### src/rtl/pwm_pkg.sv
// shared types and constants for the pulse width measurement block
// no dependencies; used by every module under rtl
`timescale 1ns / 1ps

package pwm_pkg;

  localparam int COUNT_WIDTH   = 24;
  localparam int LOOP_CYCLES   = 16;
  localparam int CYCLES_PER_US = 16;  // must stay a power of two
  localparam int US_WIDTH      = 16;

  localparam logic [US_WIDTH-1:0] US_MAX = {US_WIDTH{1'b1}};

  localparam logic [COUNT_WIDTH-1:0] TIMEOUT_RESET = COUNT_WIDTH'(100000);

  // request kinds
  localparam logic KIND_START  = 1'b0;
  localparam logic KIND_SAMPLE = 1'b1;

  // result status codes
  localparam logic STATUS_MEASURED = 1'b0;
  localparam logic STATUS_TIMEOUT  = 1'b1;

  // configuration register indexes
  localparam logic REG_ACTIVE_LEVEL  = 1'b0;
  localparam logic REG_TIMEOUT_LOOPS = 1'b1;

  typedef enum logic [1:0] {
    PH_IDLE       = 2'd0,
    PH_WAIT_END   = 2'd1,
    PH_WAIT_START = 2'd2,
    PH_COUNT      = 2'd3
  } phase_t;

  typedef struct packed {
    logic                   status;
    logic [COUNT_WIDTH-1:0] width_loops;
    logic [US_WIDTH-1:0]    width_us;
  } result_t;

endpackage

### src/rtl/pwm_core.sv
// measurement state machine: phase, loop budget and pulse counter
// updated once per accepted request; depends on pwm_pkg
`timescale 1ns / 1ps

module pwm_core (
  input  logic                            clk,
  input  logic                            rst,
  input  logic                            accept,
  input  logic                            kind,
  input  logic                            level,
  input  logic                            active_level,
  input  logic [pwm_pkg::COUNT_WIDTH-1:0] timeout_loops,
  output logic                            emit,
  output pwm_pkg::result_t                result
);

  localparam int US_PROD_W = pwm_pkg::COUNT_WIDTH + 8;

  pwm_pkg::phase_t                 phase, phase_next;
  logic [pwm_pkg::COUNT_WIDTH-1:0] budget_left, budget_next;
  logic [pwm_pkg::COUNT_WIDTH-1:0] pulse_count, count_next;

  logic                            act;
  logic                            spent_out;
  logic [pwm_pkg::COUNT_WIDTH-1:0] budget_spent;
  logic [pwm_pkg::COUNT_WIDTH-1:0] count_inc;
  logic [US_PROD_W-1:0]            us_full;
  logic [pwm_pkg::US_WIDTH-1:0]    us_sat;

  assign act = (level == active_level);

  // one waiting pass spends a unit of budget, never wrapping below zero
  assign spent_out    = (budget_left <= pwm_pkg::COUNT_WIDTH'(1));
  assign budget_spent = spent_out ? '0 : budget_left - pwm_pkg::COUNT_WIDTH'(1);
  assign count_inc    = pulse_count + pwm_pkg::COUNT_WIDTH'(1);

  assign us_full = ((US_PROD_W'(pulse_count) + US_PROD_W'(1))
                    * US_PROD_W'(pwm_pkg::LOOP_CYCLES))
                   / US_PROD_W'(pwm_pkg::CYCLES_PER_US);
  assign us_sat  = (us_full > US_PROD_W'(pwm_pkg::US_MAX)) ? pwm_pkg::US_MAX
                                                           : us_full[pwm_pkg::US_WIDTH-1:0];

  always_comb begin
    phase_next         = phase;
    budget_next        = budget_left;
    count_next         = pulse_count;
    emit               = 1'b0;
    result.status      = pwm_pkg::STATUS_TIMEOUT;
    result.width_loops = '0;
    result.width_us    = '0;
    if (kind == pwm_pkg::KIND_START) begin
      phase_next  = pwm_pkg::PH_WAIT_END;
      budget_next = timeout_loops;
      count_next  = '0;
    end else begin
      case (phase)
        pwm_pkg::PH_WAIT_END: begin
          // an inactive sample also counts as the first pass of wait_start
          budget_next = budget_spent;
          if (spent_out) begin
            emit       = 1'b1;
            phase_next = pwm_pkg::PH_IDLE;
          end else if (!act) begin
            phase_next = pwm_pkg::PH_WAIT_START;
          end
        end
        pwm_pkg::PH_WAIT_START: begin
          if (!act) begin
            budget_next = budget_spent;
            if (spent_out) begin
              emit       = 1'b1;
              phase_next = pwm_pkg::PH_IDLE;
            end
          end else begin
            // pulse begins: this sample is the first counted one
            count_next = pwm_pkg::COUNT_WIDTH'(1);
            if (budget_left == pwm_pkg::COUNT_WIDTH'(1)) begin
              emit       = 1'b1;
              phase_next = pwm_pkg::PH_IDLE;
            end else begin
              phase_next = pwm_pkg::PH_COUNT;
            end
          end
        end
        pwm_pkg::PH_COUNT: begin
          if (act) begin
            count_next = count_inc;
            if (count_inc == budget_left) begin
              emit       = 1'b1;
              phase_next = pwm_pkg::PH_IDLE;
            end
          end else begin
            emit               = 1'b1;
            phase_next         = pwm_pkg::PH_IDLE;
            result.status      = pwm_pkg::STATUS_MEASURED;
            result.width_loops = pulse_count;
            result.width_us    = us_sat;
          end
        end
        default: begin
          phase_next = phase;
        end
      endcase
    end
  end

  always_ff @(posedge clk) begin
    if (rst) begin
      phase       <= pwm_pkg::PH_IDLE;
      budget_left <= '0;
      pulse_count <= '0;
    end else if (accept) begin
      phase       <= phase_next;
      budget_left <= budget_next;
      pulse_count <= count_next;
    end
  end

endmodule

### src/rtl/pwm_out_buf.sv
// result register with a skid stage so requests keep flowing under backpressure
// depends on pwm_pkg for the result type
`timescale 1ns / 1ps

module pwm_out_buf (
  input  logic             clk,
  input  logic             rst,
  input  logic             push,
  input  pwm_pkg::result_t push_data,
  output logic             can_push,
  output logic             out_valid,
  input  logic             out_ready,
  output pwm_pkg::result_t out_data
);

  logic             skid_valid;
  pwm_pkg::result_t skid_data;
  logic             out_free;

  assign can_push = !skid_valid;
  assign out_free = !out_valid || out_ready;

  always_ff @(posedge clk) begin
    if (rst) begin
      out_valid  <= 1'b0;
      skid_valid <= 1'b0;
    end else if (skid_valid) begin
      if (out_ready) begin
        out_valid  <= 1'b1;
        skid_valid <= 1'b0;
      end
    end else if (out_free) begin
      out_valid <= push;
    end else if (push) begin
      skid_valid <= 1'b1;
    end
  end

  always_ff @(posedge clk) begin
    if (skid_valid) begin
      if (out_ready) begin
        out_data <= skid_data;
      end
    end else if (out_free) begin
      if (push) begin
        out_data <= push_data;
      end
    end else if (push) begin
      skid_data <= push_data;
    end
  end

endmodule

### src/rtl/pulse_width_measure_unit.sv
// Pulse width measurement: a start request loads the loop budget, then each
// sample request is one loop pass (wait out a pulse in progress, wait for the
// pulse to begin, count active samples). One request is taken every clock
// unless input stalls; the state update is registered, and the result of
// the ending sample is registered into the output buffer. A two-deep result
// buffer lets input keep flowing while a result waits; input stalls only
// when both entries are full. Configuration writes are taken every cycle.
// depends on pwm_pkg, pwm_core, pwm_out_buf
`timescale 1ns / 1ps

module pulse_width_measure_unit (
  input  logic                            clk,
  input  logic                            rst,
  input  logic                            in_valid,
  output logic                            in_ready,
  input  logic                            kind,
  input  logic                            level,
  output logic                            out_valid,
  input  logic                            out_ready,
  output logic                            status,
  output logic [pwm_pkg::COUNT_WIDTH-1:0] width_loops,
  output logic [pwm_pkg::US_WIDTH-1:0]    width_us,
  input  logic                            cfg_valid,
  output logic                            cfg_ready,
  input  logic                            cfg_index,
  input  logic [pwm_pkg::COUNT_WIDTH-1:0] cfg_data
);

  logic                            active_level;
  logic [pwm_pkg::COUNT_WIDTH-1:0] timeout_loops;
  logic                            accept;
  logic                            emit;
  pwm_pkg::result_t                core_result;
  pwm_pkg::result_t                out_data;

  assign cfg_ready = 1'b1;

  always_ff @(posedge clk) begin
    if (rst) begin
      active_level  <= 1'b1;
      timeout_loops <= pwm_pkg::TIMEOUT_RESET;
    end else if (cfg_valid) begin
      case (cfg_index)
        pwm_pkg::REG_ACTIVE_LEVEL:  active_level  <= cfg_data[0];
        pwm_pkg::REG_TIMEOUT_LOOPS: timeout_loops <= cfg_data;
        default: begin
          active_level <= active_level;
        end
      endcase
    end
  end

  assign accept = in_valid && in_ready;

  pwm_core u_core (
    .clk           (clk),
    .rst           (rst),
    .accept        (accept),
    .kind          (kind),
    .level         (level),
    .active_level  (active_level),
    .timeout_loops (timeout_loops),
    .emit          (emit),
    .result        (core_result)
  );

  pwm_out_buf u_out_buf (
    .clk       (clk),
    .rst       (rst),
    .push      (accept && emit),
    .push_data (core_result),
    .can_push  (in_ready),
    .out_valid (out_valid),
    .out_ready (out_ready),
    .out_data  (out_data)
  );

  assign status      = out_data.status;
  assign width_loops = out_data.width_loops;
  assign width_us    = out_data.width_us;

endmodule
### config.mk
export PLATFORM = sky130hd
export DESIGN_NAME = pulse_width_measure_unit
export DESIGN_NICKNAME = d
export VERILOG_FILES = /design/src/rtl/pwm_pkg.sv /design/src/rtl/pwm_core.sv /design/src/rtl/pwm_out_buf.sv /design/src/rtl/pulse_width_measure_unit.sv
export SDC_FILE = /design/constraint.sdc
export NUM_CORES = 1
export LEC_CHECK = 0
export BUFFER_PORTS_ARGS = -buffer_cell sky130_fd_sc_hd__buf_2
export CORE_UTILIZATION = 60
export CTS_CLUSTER_DIAMETER = 30
export DETAILED_ROUTE_END_ITERATION = 10
export PLACE_DENSITY = 0.87
export SETUP_SLACK_MARGIN = 0.3
export SLEW_MARGIN = 10
export SYNTH_ARGS = -nofsm -noshare
export SYNTH_HDL_FRONTEND = slang
export SYNTH_SLANG_ARGS = --single-unit
### constraint.sdc
create_clock -name clk -period 6.5 [get_ports clk]
set_input_delay 0.65 -clock clk [delete_from_list [all_inputs] [get_ports clk]]
set_output_delay 0.65 -clock clk [all_outputs]
set_load 0.1 [all_outputs]
After elaboration in Yosys (flattened, before gate mapping). Cells that the tools add are included.

Eq/ne operators: 16. $lt $le $gt $ge: 2. Add/sub/neg operators: 3. Bitwise logic cells: 3. Mux-type cells: 39. Reductions and logical operators: 15.

Operator list (count): $mux W41 (7); $mux W24 (6); $pmux W24 S2 (2); $gt A28 B16 Y1 const B (1); $add A24 B1 Y25 const B (1); $add A24 B1 Y24 const B (1); $eq A24 B1 Y1 const B (1); $eq A24 B24 Y1 (1); $le A24 B1 Y1 const B (1); $sub A24 B1 Y24 const B (1); $mux W16 (1); $mux W2 (8); $mux W1 (13); $reduce_and A3 Y1 (3); $ne A4 B4 Y1 const B (2); $ne A3 B1 Y1 const B (2); $ne A3 B2 Y1 const B (2); $pmux W2 S3 (1); $reduce_and A2 Y1 (3); $reduce_and A5 Y1 (1); $eq A2 B2 Y1 const B (2); $ne A4 B1 Y1 const B (1); $ne A4 B2 Y1 const B (1); $reduce_and A4 Y1 (1); other kinds (10) (15).

Register bits after elaboration: 159. Word-level logic and storage cells: 91. Output and inout bits: 44. Input bits: 32.

Depth between registers and ports, before layout.
Depth in word-level cells: 10. Gate-level depth with buffers: 11. Depth with buffers taken out: 10.

Hierarchy. A second synthesis with hierarchy kept.

Cell total of the unflattened synthesis: 866. Area, all modules: 8525.7 µm².

Modules (own cells, without submodules): pwm_core (instances 1, cells an instance 614, area an instance 4355.4 µm², seq. area each 1001.0 µm²); pwm_out_buf (instances 1, cells an instance 139, area an instance 3081.7 µm², seq. area each 2502.4 µm²); pulse_width_measure_unit (instances 1, cells an instance 113, area an instance 1088.5 µm², seq. area each 500.5 µm²).

Worst setup path after synthesis. OpenSTA, ideal clock, no wires.

Path kind: register to register. Start point: register u_core.pulse_count[1] (netlist bit). End point: register u_out_buf.skid_data[0] (netlist bit) (enable). Cell stages (with the launch flop): 10. Path buffers: 0. Data required time: 6.001 ns. Clock period less this slack: 5.945 ns. Setup time: 0.499 ns. Setup slack: 0.555 ns. Data arrival time: 5.446 ns. Cell sequence: dfxtp_1 > ha_1 > nand3_2 > nor3_1 > and2b_1 > mux2_2 > nor4bb_1 > and4_2 > a22oi_1 > nor3b_1.

Cells in the longest elaborated chain, start to end: 8.

RTL lines: start: declaration (line pwm_core.sv:21) `logic [pwm_pkg::COUNT_WIDTH-1:0] pulse_count, count_next;`; start signal: assignment (line pwm_core.sv:115) `pulse_count <= count_next;`; $add A24 B1 Y24 (line pwm_core.sv:35) `assign count_inc = pulse_count + pwm_pkg::COUNT_WIDTH'(1);`; $eq A24 B24 Y1 (line pwm_core.sv:88) `if (count_inc == budget_left) begin`; $mux W1 (line pwm_core.sv:88); $mux W1 (line pwm_core.sv:86) `if (act) begin`; $pmux W1 S3 (line pwm_core.sv:56) `case (phase)`; $mux W1 (line pwm_core.sv:51) `if (kind == pwm_pkg::KIND_START) begin`; $logic_and A1 B1 Y1 (line pulse_width_measure_unit.sv:70) `.push (accept && emit),`; $reduce_and A3 Y1 (no source line); end signal: assignment (line pwm_out_buf.sv:49) `skid_data <= push_data;`; end: declaration (line pwm_out_buf.sv:17) `pwm_pkg::result_t skid_data;`.

No other way between the ends. A chain may end at the register's enable or synchronous reset.

Worst setup path after layout.
Start point: register u_core.pulse_count[0] (netlist bit). End point: register u_out_buf.skid_data[2] (netlist bit) (enable).

The elaborated chain is that of the path after synthesis.

==> flow_metrics.env <==
export IMPL_status="completed"
export IMPL_p_leak_uw=0.00333
export IMPL_worst_pin_slew_ps=1100
export IMPL_clk_path_buf_depth=2
export IMPL_drc=0
export IMPL_pin_count=76
export IMPL_period_minus_slack_ps=4050
export IMPL_wl_met3_um=1600
export IMPL_topRoutingLayerUsed="met4"
export IMPL_areaGrowthSynthToFinish_pct=11.0
export IMPL_max_slew_margin_pct=26.2
export IMPL_required_ps=6560
export IMPL_num_rows=43
export IMPL_slowest_delay_ps=630
export IMPL_yosysWarnings=0
export IMPL_min_path_type="in2reg"
export IMPL_overflow=0
export IMPL_synth_cells=913
export IMPL_dp_slack_ps=2580
export IMPL_hp_start="cfg_data[15]"
export IMPL_die_area_sq_um=14600
export IMPL_firstDrtPassIters=6
export IMPL_die_y_um=121
export IMPL_antenna_found_initial=0
export IMPL_dpl_hpwl_um=14000
export IMPL_clkTransAtPathRegs_ps=60
export IMPL_start_util_pct=61.1
export IMPL_fin_setup_tns_ps=0
export IMPL_placed_cell_area_sq_um=8840
export IMPL_clkLatencyLatePin_ps=430
export IMPL_layout_setup_ws_ps=2450
export IMPL_grt_pass1_wl_um=33800
export IMPL_cts_made_buffers=17
export IMPL_io_buffers=74
export IMPL_synth_top_flop_cell="edfxtp_1"
export IMPL_synth_avg_cell_area_sq_um=9.26
export IMPL_r2r_start="u_core.pulse_count[0]$_SDFFE_PP0P_"
export IMPL_die_w_um=121
export IMPL_hold_viol=0
export IMPL_drt_wl_total_um=20900
export IMPL_cp_arrival_ps=4110
export IMPL_yosysSeqAreaShare_pct=47.4
export IMPL_route_met2_wl_um=10100
export IMPL_synth_area_leaders="edfxtp_1, dfxtp_1, a21oi_1"
export IMPL_rsz0062_at_grt="no"
export IMPL_via_per_inst=6.35
export IMPL_ant_nets=0
export IMPL_grt_pass1_vias=6671
export IMPL_stdcell_area_sq_um=9390
export IMPL_final_setup_viol_count=0
export IMPL_diodes=0
export IMPL_path_cells="ha_1 > nand3_2 > nor3_1 > and2b_1 > mux2_2 > nor4bb_1 > and4_2 > a22oi_1 > nor3b_2 > buf_4"
export IMPL_max_cap_violations=0
export IMPL_fin_util_pct=67.9
export IMPL_post_cts_buffers=0
export IMPL_synth_cell_types=77
export IMPL_wire_per_inst_um=18.4
export IMPL_tritoncts="yes"
export IMPL_crit_slowest_cell="nor3_1"
export IMPL_synth_top_area_share_pct=29.1
export IMPL_startpoint="u_core.pulse_count[0]$_SDFFE_PP0P_"
export IMPL_powerDensity_nw_per_um2=249
export IMPL_critPathCaptureType="register"
export IMPL_nets=980
export IMPL_synth_area_sq_um=8450
export IMPL_yosysMostFrequentCell="nand2_1"
export IMPL_grt_max_degree=81
export IMPL_finalMaxSlewViolations=0
export IMPL_synth_edf_count=82
export IMPL_synth_top_area_cell="edfxtp_1"
export IMPL_cts_resized=0
export IMPL_yosys_register_bits=159
export IMPL_drtIter0Drc=865
export IMPL_path_max_fanout=41
export IMPL_cts_sinks=159
export IMPL_fmax_ghz=0.247
export IMPL_crit_path_start_kind="register"
export IMPL_period_share_pct=62.3
export IMPL_path_class="reg2reg"
export IMPL_root_buffer="clkbuf_16"
export IMPL_num_vias=7220
export IMPL_core_area_sq_um=13800
export IMPL_syn_nets=949
export IMPL_skew_ps=10.7
export IMPL_grtUsageTotal_pct=30.3
export IMPL_async_reset_ff_share_pct=0
export IMPL_wl_met1_um=8420
export IMPL_layout_drive_gt1_share_pct=18.1
export IMPL_place_congestion=0.935
export IMPL_htreeDepth=4
export IMPL_ir_worst_vdd_uv=155
export IMPL_holdBufCountCts=0
export IMPL_synth_common_cells="nand2_1, edfxtp_1, a21oi_1, dfxtp_1, nor2_1"
-- stage by stage --
stage               cells  hold WS, ps  total power (uW)
floorplan             913          430              1350
global placement     1105          438              1420
detailed placement   1105          447              1430
CTS                  1137          419              2340
global route         1137          432              2420
finish               1137          425              2340
-- where the power goes --
group          switching, uW  internal (uW)  total, uW
Combinational            196            107        303
Clock                    416            506        922
Sequential              40.9           1070       1110
-- routing by layer --
layer | global-route usage (%) | vias to the layer above
li1 | - | 3400
met3 | 6.04 | 61
met2 | 50.2 | 395
met5 | 0 | -
met1 | 38.1 | 3364
met4 | 13.7 | 0
-- sequential cells by signal, summed over array words and instances, names as in the netlist --
name / flops
u_out_buf.out_valid: 1
timeout_loops: 24
u_core.pulse_count: 24
u_core.budget_left: 24
u_out_buf.out_data: 41
u_out_buf.skid_data: 41
u_out_buf.skid_valid: 1
active_level: 1
u_core.phase: 2
-- final timing paths --
path	end	slack [ps]	cells after the start
hold / removal	timeout_loops[15]$_SDFFE_PP1P_	420	3
hold reg to reg	timeout_loops[4]$_SDFFE_PP0P_	450	2
setup reg to reg	u_out_buf.skid_data[2]$_DFFE_PP_	2450	10
setup / recovery	u_out_buf.skid_data[2]$_DFFE_PP_	2450	10
-- cell families (layout without fill, tap and decap cells) --
group | after synthesis | after routing | share of synthesized area (%)
simple gates | 380 | 380 | 23.9
compound gates | 214 | 214 | 15.7
flops | 159 | 159 | 47.4
buf+inv | 86 | 130 | 4.23
mux | 35 | 35 | 4.65
xor+xnor | 34 | 34 | 3.52
fa+ha+maj | 4 | 4 | 0.592
other cells | 1 | 1 | 0.0444
-- worst max-delay path: cells and delay by family (launching register included) --
kind / cells / cell delay [ps]
adder cells (fa/ha/maj): 1 / 360
buffers and inverters: 1 / 490
AND/OR/NAND/NOR: 6 / 1860
multiplexers: 1 / 280
flip-flops: 1 / 530
AO/OA/AOI/OAI: 1 / 120
-- final cells by class --
| type | instances | area [sq um] |
|---|---|---|
| fillers | 1067 | 4440 |
| clock inverters | 13 | 105 |
| well taps | 180 | 225 |
| inverters | 15 | 56.3 |
| flip-flops and latches | 159 | 4000 |
| clock buffers | 19 | 443 |
| repair buffers | 83 | 438 |
| multi-input cells | 668 | 4120 |
-- cells in the final DEF (no fill, tap or decap), types with 3 or more instances in the layout --
cell type / count
a211o_1: 4
a211oi_1: 7
a21oi_1: 79
a21oi_2: 5
a221o_1: 4
a22oi_1: 11
a31oi_1: 9
and2_1: 27
and3_1: 8
and4_1: 3
buf_2: 74
buf_4: 9
clkbuf_16: 17
clkinvlp_4: 3
dfxtp_1: 77
edfxtp_1: 82
ha_1: 4
inv_1: 13
inv_6: 5
mux2_2: 34
nand2_1: 104
nand2b_1: 6
nand3_1: 22
nand3b_1: 13
nand4_1: 16
nor2_1: 74
nor2b_1: 16
nor3_1: 32
nor3b_1: 4
nor4_1: 15
nor4_2: 3
nor4b_1: 4
o21ai_0: 55
o2bb2ai_1: 5
o31ai_1: 4
or3_1: 11
or4_1: 6
xnor2_1: 24
xor2_1: 10
Note: power is estimated with default switching activity, not from simulation.
